<file path="config.mk">
export PLATFORM = sky130hd
export DESIGN_NAME = request_arith_service_core
export DESIGN_NICKNAME = d
export VERILOG_FILES = /design/src/hw/rtl/ras_pkg.sv /design/src/hw/rtl/ras_iter_unit.sv /design/src/hw/rtl/request_arith_service_core.sv
export SDC_FILE = /design/constraint.sdc
export NUM_CORES = 1
export LEC_CHECK = 0
export BUFFER_PORTS_ARGS = -buffer_cell sky130_fd_sc_hd__buf_2
export CAP_MARGIN = 10
export CELL_PAD_IN_SITES_DETAIL_PLACEMENT = 2
export CELL_PAD_IN_SITES_GLOBAL_PLACEMENT = 2
export CORE_ASPECT_RATIO = 0.8
export CORE_MARGIN = 2
export CORE_UTILIZATION = 35
export CTS_BUF_LIST = sky130_fd_sc_hd__clkbuf_8
export DETAILED_ROUTE_END_ITERATION = 8
export PLACE_DENSITY = 0.73
export SLEW_MARGIN = 20
export SYNTH_ARGS = -nofsm -noshare
export SYNTH_HDL_FRONTEND = slang
export SYNTH_HIERARCHICAL = 1
export SYNTH_SLANG_ARGS = --single-unit
</file>
<file path="constraint.sdc">
create_clock -name i_clk -period 6.1 [get_ports i_clk]
set_input_delay 1.22 -clock i_clk [delete_from_list [all_inputs] [get_ports i_clk]]
set_output_delay 1.22 -clock i_clk [all_outputs]
set_load 0.005 [all_outputs]
</file>
<file path="src/hw/rtl/ras_pkg.sv">
// Package for the request arithmetic service block.
// Holds request, operation and status codes, the sequencer state type and
// the command struct for the shared iterative unit. No dependencies.
package ras_pkg;

    localparam int DEF_DATA_WIDTH = 32;
    localparam int SERIAL_W       = 32;

    // request kinds
    localparam logic [1:0] RQ_ARITH = 2'd0;
    localparam logic [1:0] RQ_EVEN  = 2'd1;
    localparam logic [1:0] RQ_PRIME = 2'd2;
    localparam logic [1:0] RQ_NEG   = 2'd3;

    // arithmetic operations
    localparam logic [2:0] OP_ADD = 3'd1;
    localparam logic [2:0] OP_SUB = 3'd2;
    localparam logic [2:0] OP_DIV = 3'd3;
    localparam logic [2:0] OP_MUL = 3'd4;

    // result status
    localparam logic [1:0] ST_OK  = 2'd0;
    localparam logic [1:0] ST_NEG = 2'd1;
    localparam logic [1:0] ST_ERR = 2'd2;

    typedef enum logic [2:0] {
        S_IDLE,
        S_EXEC,
        S_ARITH_WAIT,
        S_PRIME_START,
        S_PRIME_WAIT,
        S_FIN
    } t_state;

    typedef enum logic {
        UM_MUL,
        UM_DIV
    } t_unit_mode;

    typedef struct packed {
        logic       start;
        t_unit_mode mode;
    } t_unit_cmd;

endpackage

</file>
<file path="src/hw/rtl/ras_iter_unit.sv">
// Shared iterative unit: shift-add multiply and restoring divide, one bit
// per cycle through a single adder/subtractor. Depends on ras_pkg.
module ras_iter_unit #(
    parameter int DATA_WIDTH = ras_pkg::DEF_DATA_WIDTH
) (
    input  logic                  i_clk,
    input  logic                  i_rst_n,
    input  ras_pkg::t_unit_cmd    i_cmd,
    input  logic [DATA_WIDTH-1:0] i_opa,    // multiplicand / dividend
    input  logic [DATA_WIDTH-1:0] i_opb,    // multiplier / divisor
    output logic                  o_busy,
    output logic                  o_done,
    output logic [DATA_WIDTH-1:0] o_acc,    // product / remainder
    output logic [DATA_WIDTH-1:0] o_shift   // quotient
);
    import ras_pkg::*;

    localparam int CW = $clog2(DATA_WIDTH);

    logic                  r_busy;
    logic                  r_done;
    t_unit_mode            r_mode;
    logic [CW-1:0]         r_cnt;
    logic [DATA_WIDTH-1:0] r_acc;
    logic [DATA_WIDTH-1:0] r_x;
    logic [DATA_WIDTH-1:0] r_y;

    logic                  w_div;
    logic [DATA_WIDTH:0]   w_trial;
    logic [DATA_WIDTH+1:0] w_p;
    logic [DATA_WIDTH+1:0] w_q;
    logic [DATA_WIDTH+1:0] w_sum;
    logic                  w_fit;
    logic                  w_start;

    assign w_start = i_cmd.start && !r_busy;
    assign w_div   = (r_mode == UM_DIV);
    assign w_trial = {r_acc, r_x[DATA_WIDTH-1]};

    // the one adder: acc + x (when y[0] is set) for multiply, trial - divisor for divide
    always_comb begin
        if (w_div) begin
            w_p = {1'b0, w_trial};
            w_q = {2'b00, r_y};
        end else begin
            w_p = {2'b00, r_acc};
            w_q = r_y[0] ? {2'b00, r_x} : '0;
        end
        w_sum = w_p + (w_div ? ~w_q : w_q) + (DATA_WIDTH+2)'(w_div);
        w_fit = !w_sum[DATA_WIDTH+1];
    end

    always_ff @(posedge i_clk) begin
        if (!i_rst_n) begin
            r_busy <= 1'b0;
            r_done <= 1'b0;
        end else begin
            r_done <= 1'b0;
            if (w_start) begin
                r_busy <= 1'b1;
            end else if (r_busy && (r_cnt == '0)) begin
                r_busy <= 1'b0;
                r_done <= 1'b1;
            end
        end
    end

    always_ff @(posedge i_clk) begin
        if (w_start) begin
            r_mode <= i_cmd.mode;
            r_cnt  <= CW'(DATA_WIDTH - 1);
            r_acc  <= '0;
            r_x    <= i_opa;
            r_y    <= i_opb;
        end else if (r_busy) begin
            r_cnt <= r_cnt - 1'b1;
            if (w_div) begin
                r_acc <= w_fit ? w_sum[DATA_WIDTH-1:0] : w_trial[DATA_WIDTH-1:0];
                r_x   <= {r_x[DATA_WIDTH-2:0], w_fit};
            end else begin
                r_acc <= w_sum[DATA_WIDTH-1:0];
                r_x   <= {r_x[DATA_WIDTH-2:0], 1'b0};
                r_y   <= {1'b0, r_y[DATA_WIDTH-1:1]};
            end
        end
    end

    assign o_busy  = r_busy;
    assign o_done  = r_done;
    assign o_acc   = r_acc;
    assign o_shift = r_x;

    a_no_start_busy: assert property (@(posedge i_clk) disable iff (!i_rst_n)
        i_cmd.start |-> !r_busy) else $error("unit started while busy");
    a_last_step_done: assert property (@(posedge i_clk) disable iff (!i_rst_n)
        (r_busy && r_cnt == '0 && !i_cmd.start) |=> r_done)
        else $error("unit missed done after last step");
    a_done_pulse: assert property (@(posedge i_clk) disable iff (!i_rst_n)
        r_done |=> !r_done) else $error("done longer than one cycle");

endmodule

</file>
<file path="src/hw/rtl/request_arith_service_core.sv">
// Top level of the request arithmetic service block.
// Depends on ras_pkg and ras_iter_unit.
//
// Usage:
//   Slave channel (i_s_*) takes one request item: tdata holds operand_a
//   then operand_b, tuser holds req_type then arith_op. Master channel
//   (o_m_*) gives one result item per request: tdata holds answer then the
//   serial number, tuser holds status.
//   Add, subtract, even, negative, error and trivial prime cases go from
//   S_EXEC to S_FIN and raise o_m_tvalid once the output register loads.
//   Multiply and divide run on the shared shift/add unit, one bit per cycle.
//   A prime test runs a full division for each trial divisor d = 2, 3, ...
//   while d <= n/d, stopping early when a remainder is zero, so it is
//   bounded by roughly sqrt(n) trials. The next request can be accepted in
//   the cycle after the result is loaded into the output register.
//   One request is worked at a time; o_s_tready is high only when the
//   sequencer is idle. The result sits in an output register, so the next
//   request is accepted while a finished result waits for i_m_tready; a
//   stalled receiver only blocks when a second result is ready to load.
//   Reset (synchronous, active low) empties the output register, returns
//   the sequencer to idle and clears the served counter.
module request_arith_service_core #(
    parameter int DATA_WIDTH = ras_pkg::DEF_DATA_WIDTH
) (
    input  logic i_clk,
    input  logic i_rst_n,
    // request channel
    input  logic i_s_tvalid,
    output logic o_s_tready,
    // tdata: operand_a, operand_b, zero pad to bytes
    input  logic [((2*DATA_WIDTH+7)/8)*8-1:0] i_s_tdata,
    // tuser: req_type [1:0], arith_op [4:2]
    input  logic [4:0] i_s_tuser,
    // result channel
    output logic o_m_tvalid,
    input  logic i_m_tready,
    // tdata: answer, serial, zero pad to bytes
    output logic [((DATA_WIDTH+ras_pkg::SERIAL_W+7)/8)*8-1:0] o_m_tdata,
    // tuser: status [1:0]
    output logic [1:0] o_m_tuser
);
    import ras_pkg::*;

    localparam int OUT_TDATA_W = ((DATA_WIDTH + SERIAL_W + 7) / 8) * 8;

    // latched request
    t_state                r_state, n_state;
    logic [1:0]            r_kind;
    logic [2:0]            r_op;
    logic [DATA_WIDTH-1:0] r_a;
    logic [DATA_WIDTH-1:0] r_b;
    // trial divisor for the prime test
    logic [DATA_WIDTH-1:0] r_d, n_d;
    // result being built
    logic [DATA_WIDTH-1:0] r_ans, n_ans;
    logic [1:0]            r_st, n_st;
    // output register and served counter
    logic                  r_out_valid;
    logic [DATA_WIDTH-1:0] r_out_ans;
    logic [1:0]            r_out_st;
    logic [SERIAL_W-1:0]   r_out_serial;
    logic [SERIAL_W-1:0]   r_count;

    t_unit_cmd             w_cmd;
    logic [DATA_WIDTH-1:0] w_opa, w_opb;
    logic                  w_busy, w_done;
    logic [DATA_WIDTH-1:0] w_acc, w_shift;
    logic                  w_accept;
    logic                  w_load;
    logic                  w_exec_unit;
    logic                  w_exec_prime;
    logic                  w_sign_a, w_sign_b;
    logic [DATA_WIDTH-1:0] w_mag_a, w_mag_b;

    assign w_accept = i_s_tvalid && o_s_tready;
    assign w_load   = (r_state == S_FIN) && (!r_out_valid || i_m_tready);
    assign w_sign_a = r_a[DATA_WIDTH-1];
    assign w_sign_b = r_b[DATA_WIDTH-1];
    assign w_mag_a  = w_sign_a ? (DATA_WIDTH'(0) - r_a) : r_a;
    assign w_mag_b  = w_sign_b ? (DATA_WIDTH'(0) - r_b) : r_b;

    // requests that need the shared unit
    assign w_exec_unit  = (r_kind == RQ_ARITH) &&
                          (((r_op == OP_DIV) && (r_b != '0)) || (r_op == OP_MUL));
    assign w_exec_prime = (r_kind == RQ_PRIME) && !w_sign_a &&
                          (r_a > DATA_WIDTH'(2));

    // unit operands: raw bits for multiply (low half wraps right for signed),
    // magnitudes for divide, n and d for the prime test
    always_comb begin
        if (r_kind == RQ_PRIME) begin
            w_opa = r_a;
            w_opb = r_d;
        end else if (r_op == OP_MUL) begin
            w_opa = r_a;
            w_opb = r_b;
        end else begin
            w_opa = w_mag_a;
            w_opb = w_mag_b;
        end
    end

    // next state
    always_comb begin
        n_state = r_state;
        case (r_state)
            S_IDLE: begin
                if (w_accept) n_state = S_EXEC;
            end
            S_EXEC: begin
                if (w_exec_unit)       n_state = S_ARITH_WAIT;
                else if (w_exec_prime) n_state = S_PRIME_START;
                else                   n_state = S_FIN;
            end
            S_ARITH_WAIT: begin
                if (w_done) n_state = S_FIN;
            end
            S_PRIME_START: begin
                n_state = S_PRIME_WAIT;
            end
            S_PRIME_WAIT: begin
                if (w_done) begin
                    if ((r_d > w_shift) || (w_acc == '0)) n_state = S_FIN;
                    else                                  n_state = S_PRIME_START;
                end
            end
            S_FIN: begin
                if (w_load) n_state = S_IDLE;
            end
            default: n_state = S_IDLE;
        endcase
    end

    // sequencer outputs and datapath next values
    always_comb begin
        w_cmd.start = 1'b0;
        w_cmd.mode  = UM_DIV;
        n_ans       = r_ans;
        n_st        = r_st;
        n_d         = r_d;
        o_s_tready  = 1'b0;
        case (r_state)
            S_IDLE: begin
                o_s_tready = 1'b1;
            end
            S_EXEC: begin
                n_ans = '0;
                n_st  = ST_OK;
                case (r_kind)
                    RQ_ARITH: begin
                        case (r_op)
                            OP_ADD: n_ans = r_a + r_b;
                            OP_SUB: n_ans = r_a - r_b;
                            OP_DIV: begin
                                if (r_b == '0) n_st = ST_ERR;
                                else           w_cmd.start = 1'b1;
                            end
                            OP_MUL: begin
                                w_cmd.start = 1'b1;
                                w_cmd.mode  = UM_MUL;
                            end
                            default: n_st = ST_ERR;
                        endcase
                    end
                    RQ_EVEN: n_ans = DATA_WIDTH'(!r_a[0]);
                    RQ_PRIME: begin
                        if (w_exec_prime) n_d   = DATA_WIDTH'(2);
                        else              n_ans = DATA_WIDTH'(1);
                    end
                    RQ_NEG: begin
                        n_ans = DATA_WIDTH'(w_sign_a);
                        n_st  = w_sign_a ? ST_NEG : ST_OK;
                    end
                    default: n_st = ST_ERR;
                endcase
            end
            S_ARITH_WAIT: begin
                if (w_done) begin
                    if (r_op == OP_MUL)          n_ans = w_acc;
                    else if (w_sign_a ^ w_sign_b) n_ans = DATA_WIDTH'(0) - w_shift;
                    else                          n_ans = w_shift;
                end
            end
            S_PRIME_START: begin
                w_cmd.start = 1'b1;
            end
            S_PRIME_WAIT: begin
                // d > n/d: no divisor up to sqrt(n), so n is prime
                if (w_done) begin
                    if (r_d > w_shift)     n_ans = DATA_WIDTH'(1);
                    else if (w_acc == '0)  n_ans = '0;
                    else                   n_d   = r_d + 1'b1;
                end
            end
            S_FIN: begin
            end
            default: begin
            end
        endcase
    end

    ras_iter_unit #(
        .DATA_WIDTH (DATA_WIDTH)
    ) u_unit (
        .i_clk   (i_clk),
        .i_rst_n (i_rst_n),
        .i_cmd   (w_cmd),
        .i_opa   (w_opa),
        .i_opb   (w_opb),
        .o_busy  (w_busy),
        .o_done  (w_done),
        .o_acc   (w_acc),
        .o_shift (w_shift)
    );

    // control state
    always_ff @(posedge i_clk) begin
        if (!i_rst_n) begin
            r_state     <= S_IDLE;
            r_out_valid <= 1'b0;
            r_count     <= '0;
        end else begin
            r_state <= n_state;
            if (w_load) begin
                r_out_valid <= 1'b1;
                r_count     <= r_count + 1'b1;
            end else if (i_m_tready) begin
                r_out_valid <= 1'b0;
            end
        end
    end

    // payload
    always_ff @(posedge i_clk) begin
        if (w_accept) begin
            r_kind <= i_s_tuser[1:0];
            r_op   <= i_s_tuser[4:2];
            r_a    <= i_s_tdata[DATA_WIDTH-1:0];
            r_b    <= i_s_tdata[2*DATA_WIDTH-1:DATA_WIDTH];
        end
        r_ans <= n_ans;
        r_st  <= n_st;
        r_d   <= n_d;
        if (w_load) begin
            r_out_ans    <= r_ans;
            r_out_st     <= r_st;
            r_out_serial <= r_count;
        end
    end

    assign o_m_tvalid = r_out_valid;
    assign o_m_tdata  = OUT_TDATA_W'({r_out_serial, r_out_ans});
    assign o_m_tuser  = r_out_st;

    a_count_step: assert property (@(posedge i_clk) disable iff (!i_rst_n)
        w_load |=> (r_count == $past(r_count) + 1'b1))
        else $error("served count did not advance on result load");
    a_done_in_wait: assert property (@(posedge i_clk) disable iff (!i_rst_n)
        w_done |-> (r_state == S_ARITH_WAIT || r_state == S_PRIME_WAIT))
        else $error("unit finished outside a wait state");
    a_ready_unit_idle: assert property (@(posedge i_clk) disable iff (!i_rst_n)
        o_s_tready |-> !w_busy) else $error("ready while unit busy");

endmodule
</file>
### Yosys cells after proc, flatten, opt, wreduce, memory -nomap -nowiden

Index checks and enable logic that the tools add are counted.
Widths: inputs -> output; s select.

| operators by class | value |
|---|---|
| add/subtract/negate cells | 10 |
| magnitude comparators | 2 |
| equality and inequality tests | 22 |
| muxes and demuxes | 57 |
| bitwise logic cells | 3 |
| reductions and logical operators | 34 |

Operator list:

| cell | count |
|---|---|
| $mux 32 | 25 |
| $pmux 32 s2 | 2 |
| $pmux 32 s4 | 1 |
| $pmux 32 s3 | 1 |
| $sub 1x32->32 const A | 3 |
| $mux 34 | 2 |
| $add 32x1->32 const B | 2 |
| $logic_not 32->1 | 2 |
| $add 34x1->34 | 1 |
| $add 34x34->34 | 1 |
| $not 34->34 | 1 |
| $mux 33 | 1 |
| $add 32x32->32 | 1 |
| $gt 32x2->1 const B | 1 |
| $gt 32x32->1 | 1 |
| $reduce_bool 32->1 | 1 |
| $sub 32x32->32 | 1 |
| $mux 3 | 7 |
| $pmux 3 s6 | 1 |
| $ne 2x2->1 const B | 7 |
| $eq 3x2->1 const B | 4 |
| $mux 1 | 11 |
| $eq 3x3->1 const B | 3 |
| $logic_and 1x1->1 | 8 |
| other kinds (23) | 40 |

| storage, ports and cells | value |
|---|---|
| bits in registers | 341 |
| input bits | 73 |
| output and inout bits | 68 |
| word-level logic and storage cells | 148 |

### Longest topological paths before layout

| logic depth | value |
|---|---|
| depth in word-level cells | 10 |
| depth in mapped cells | 20 |
| gate-level depth less buffers | 19 |

### Hierarchy

Netlist, hierarchy kept.

By module, submodules not included:

| module | times used | cells an instance | area an instance (um^2) | sequential area each (um^2) |
|---|---|---|---|---|
| request_arith_service_core | 1 | 1415 | 14237.4 | 6756.5 |
| ras_iter_unit | 1 | 644 | 6676.4 | 2732.6 |

### Worst setup path after synthesis

No wires, ideal clock.

| path | value |
|---|---|
| path type | input to register |
| from | input port i_m_tready |
| to | register r_count[28] |
| setup time | 0.076 ns |
| data arrival time | 6.139 ns |
| data required time | 6.024 ns |
| setup slack | -0.114 ns |
| cell stages on the path | 9 |
| path buffers | 0 |
| cell sequence | nor2b_1 > nor2_1 > nand2_1 > nor3_1 > nand2_1 > nor2_1 > nand2_1 > or3_1 > a21boi_0 |

| on the way | value |
|---|---|
| longest elaborated chain between the ends | 2 |

RTL lines:

| what | line | source |
|---|---|---|
| start, declared | request_arith_service_core.sv:36 | `input logic i_m_tready,` |
| $logic_or 1x1->1 | request_arith_service_core.sv:76 | `assign w_load = (r_state == S_FIN) && (!r_out_valid \|\| i_m_tready);` |
| $logic_and 1x1->1 | request_arith_service_core.sv:76 |  |
| via w_load | request_arith_service_core.sv:69 | `logic w_load;` |
| end signal, assigned | request_arith_service_core.sv:226 | `r_count <= r_count + 1'b1;` |
| end, declared | request_arith_service_core.sv:62 | `logic [SERIAL_W-1:0] r_count;` |

The timed path passes the listed nets, and every way through them passes these cells.
A chain may end at the register's enable or synchronous reset.

### Worst setup path in the final report

| path | value |
|---|---|
| from | register r_b[0] |
| to | register r_ans[29] (data pin) |

| on the way | value |
|---|---|
| longest elaborated chain between the ends | 4 |
| elaborated cells on any way between the ends | 5 |
| those cells by class | 2 x add/sub; 3 x mux |

RTL lines:

| what | line | source |
|---|---|---|
| start, declared | request_arith_service_core.sv:51 | `logic [DATA_WIDTH-1:0] r_b;` |
| start signal, assigned | request_arith_service_core.sv:239 | `r_b <= i_s_tdata[2*DATA_WIDTH-1:DATA_WIDTH];` |
| $sub 32x32->32 / $add 32x32->32 (equally long branches) | request_arith_service_core.sv:153, request_arith_service_core.sv:152 |  |
| $pmux 32 s2 (*) | request_arith_service_core.sv:151 | `case (r_op)` |
| $pmux 32 s4 (*) | request_arith_service_core.sv:149 | `case (r_kind)` |
| $pmux 32 s3 (*) | request_arith_service_core.sv:142 | `case (r_state)` |
| via n_ans[29] | request_arith_service_core.sv:55 | `logic [DATA_WIDTH-1:0] r_ans, n_ans;` |
| end signal, assigned | request_arith_service_core.sv:241 | `r_ans <= n_ans;` |
| end, declared | request_arith_service_core.sv:55 |  |

The timed path passes the listed nets; every way through them passes the cells marked *.

==> reports/qor.yml <==
finalCritPeriodShare_pct: 97.1
muxShareOfSynthArea_pct: 6.78
dp_hpwl_um: 62700
vias: 17400
fin_tns_setup_ns: 0
io_pins: 141
powerDensity_nw_per_um2: 326
clock-sinks: 341
nets: 2385
p_leak_nw: 9.01
clock_latency_ns: 0.70
htree_levels: 2
synth_top_area_cell: "edfxtp_1"
maxCapViolCount: 0
async_reset_ff_share_pct: 0
crit_type: "reg -> reg"
core_um2: 59400
drc_errors: 0
ys.flop_type: "edfxtp_1"
yosys-top-cells-area: "edfxtp_1 38%, dfxtp_1 7.2%, ha_1 6.4%"
synthToLayoutAreaGrowth_pct: 13.5
synth_top_family_by_area: "simple AND/OR/NAND/NOR gates"
cp_slowest_stage_delay_ns: 0.51
ir_drop_mv: 0.190
worstPathMaxFanout: 6
worstSetupStartpointType: "register"
fp.dieW_um: 277
r2r_end: "r_ans[29]"
netlist_area_um2: 20900
p_int_w: 0.00482
power.switching_w: 0.00291
finClkSkew_ns: 0.0395
grtUsageTotal_pct: 26.1
numCtsBuffers: 59
io_buffers: 140
setup_viol: 0
cp.required_ns: 6.53
reg2regPathDepth: 17
hold_class: "reg -> reg"
clk_pin_slew_ns: 0.06
whs_path_depth: 0
reg2reg_slack_ns: 0.18
grt_pass1_wl_um: 122000
fin_cells: 3034
post_drt_via_cell_ratio: 5.74
synth_top_area_share_pct: 38.2
syn_nets: 2241
die_area_um2: 61700
synth_adder_area_share_pct: 6.59
mostFrequentLayoutCells: "266 x edfxtp_1, 203 x nand2_1, 145 x o21ai_0, 143 x nor2_1, 140 x buf_2"
crit_path_end_kind: "register"
drt_iter0_drc: 1242
crit_path_top_delay_cell: "a221oi_1"
reg2reg_from: "r_b[0]"
dp.cells: 2921
start_util_pct: 35.2
cts_hold_buffers: 0
routedWlPerCell_um: 26.9
grt_max_degree: 72
holdPathEnd: "r_out_ans[29]"
routed_wl_um: 81600
timing_hold_violations_final: 0
sw_frac_of_total_pct: 37.7
gp_congestion: 0.889
hold_start: "r_ans[29]"
synth-seq-area-share_pct: 45.4
syn_area_per_cell_um2: 10.2
crit_arrival_ns: 6.35
p_comb_share_pct: 30.4
cp_top_family: "simple AND/OR/NAND/NOR gates"
rsz0062_at_grt: "yes"
yosys.area_share.simple_pct: 15.4
pwr-share-seq_pct: 41.5
grt_pass1_vias: 18400
clock.fmax_ghz: 0.169
cp_cell_sequence: "inv_1 > ha_1 > or3b_2 > nor3_1 > nand2_1 > or3_1 > nand2_1 > xor2_1 > ha_1 > and3_1 > a221oi_1 > a31oi_1 > o311ai_2 > o221ai_1 > a21oi_1 > a2111oi_0 > or3_1"
drv_slew: 0
antenna_found_initial: 3
relSlewSlack_pct: 22.3
synth_xor_area_share_pct: 9.13
yosysWarningCount: 6
final_layout_size_suffix_gt1_share_pct: 16.7
crit_buf_inv: 1
clkPwrFrac_pct: 28.1
cts_tree: "built"
synth-compound-area-share_pct: 14.0
ant_nets: 0
status: "completed"
layout_min_cycle_time_ns: 5.92
synth.distinct_cells: 80
synth-edff-count: 266
cts_buffer_depth: 3
dieHeight_um: 223
first_pass_iters: 5
syn_inst: 2059
cts_root_buf: "clkbuf_8"
ys_seq_elements: 341
rows: 80
tightestPinTransition_ns: 1.16
layout_commonest_cell: "edfxtp_1"
grt-ovfl-total: 0
-- synthesized netlist by cell type, drive strengths merged (7+ instances only) --
cell and count:
o41ai 7, and2 34, ha 107, mux2i 36, a22o 10, a21oi 95
nand3b 7, xor2 90, o22ai 35, nor3b 11, nand3 49, o21a 14
nand4 25, o21ai 152, clkbuf 69, a22oi 7, nor2b 19, nand2b 13
mux2 94, or2 7, nor4 19, nor3 38, o31ai 16, a211oi 7
dfxtp 75, a21boi 14, xnor2 128, nor2 146, edfxtp 266, a32oi 8
a31oi 18, or4 12, and3 27, inv 64, a21o 29, buf 14
or3 31, nand2 203
-- what timing repair did --
action                                 in CTS  in global routing
setup endpoints to repair                   0                  5
endpoints found under the hold margin       0                  0
setup buffers                               0                  0
resized for setup                           0                  4
-- final cells by class --
type                            instances  area (um^2)
Fill cell                            6386        35600
Timing Repair Buffer                  167          916
Multi-Input combinational cell       1570        10900
Antenna cell                            1         2.50
Sequential cell                       341         9490
Inverter                               64          240
Clock inverter                         45          269
Tap cell                              779          975
Clock buffer                           67          922
-- metrics by stage --
| step | power, W | setup WS [ns] | util [%] | hold slack, ns | instance area, um^2 |
|---|---|---|---|---|---|
| finish | 0.00773 | 0.179 | 40.0 | 0.426 | 23700 |
| detailed placement | 0.00554 | 0.0680 | 37.9 | 0.407 | 22500 |
| global placement | 0.00541 | 0.554 | 37.9 | 0.408 | 22500 |
| CTS | 0.00775 | 0.0527 | 39.9 | 0.426 | 23700 |
| floorplan | 0.00464 | 1.16 | - | 0.400 | 20900 |
| global route | 0.00811 | -0.0558 | 40.0 | 0.434 | 23700 |
-- power by group through the flow --
stage / logic, W / registers [W] / clock network, W
detailed placement: 0.00230 / 0.00324 / 0
global placement: 0.00219 / 0.00322 / 0
floorplan: 0.00161 / 0.00303 / 0
global route: 0.00255 / 0.00323 / 0.00232
CTS: 0.00232 / 0.00320 / 0.00223
finish: 0.00235 / 0.00321 / 0.00217
-- logic make-up (layout without fill, tap and decap cells) --
group                      after synthesis  count (layout)
AOI/OAI and AO/OA                      461             461
xor gates and xnor gates               218             218
adders and majority gates              109             109
buffers and inverters                  148             343
DFF                                    341             341
muxes                                  130             130
other                                    0               1
and+or+nand+nor                        652             652
-- registers in the layout, indices dropped and copies added (netlist names) --
signal          cells
o_m_tuser           2
o_m_tvalid          1
r_a                32
r_ans              32
r_b                32
r_count            32
r_d                32
r_kind              2
r_op                3
r_out_ans          32
r_out_serial       32
r_st                2
r_state             3
u_unit/o_acc       32
u_unit/o_busy       1
u_unit/o_done       1
u_unit/o_shift     32
u_unit/r_cnt        5
u_unit/r_mode       1
u_unit/r_y         32
-- worst max-delay path by stage --
| stage | to | slack (ns) | depth (start not counted) | start |
|---|---|---|---|---|
| 6_report | r_ans[29] | 0.18 | 17 | r_b[0] |
| 5_1_grt | r_ans[31] | -0.06 | 17 | r_b[0] |
| 4_1_cts | r_ans[31] | 0.05 | 17 | r_b[0] |
| 3_5_place_dp | r_ans[31] | 0.07 | 17 | r_b[0] |
| 3_3_place_gp | r_ans[31] | 0.55 | 17 | r_b[0] |
| 2_1_floorplan | r_count[28] | 1.16 | 9 | i_m_tready |
-- routing by layer --
metal / vias up / global-route usage [%] / wire length [um]
met5: - / 0 / 0
met4: 0 / 7.29 / 2040
met3: 105 / 3.31 / 4180
met2: 469 / 41.7 / 36900
met1: 8958 / 37.0 / 38400
li1: 7868 / - / -
No activity file was read; power rests on OpenSTA's default activity.
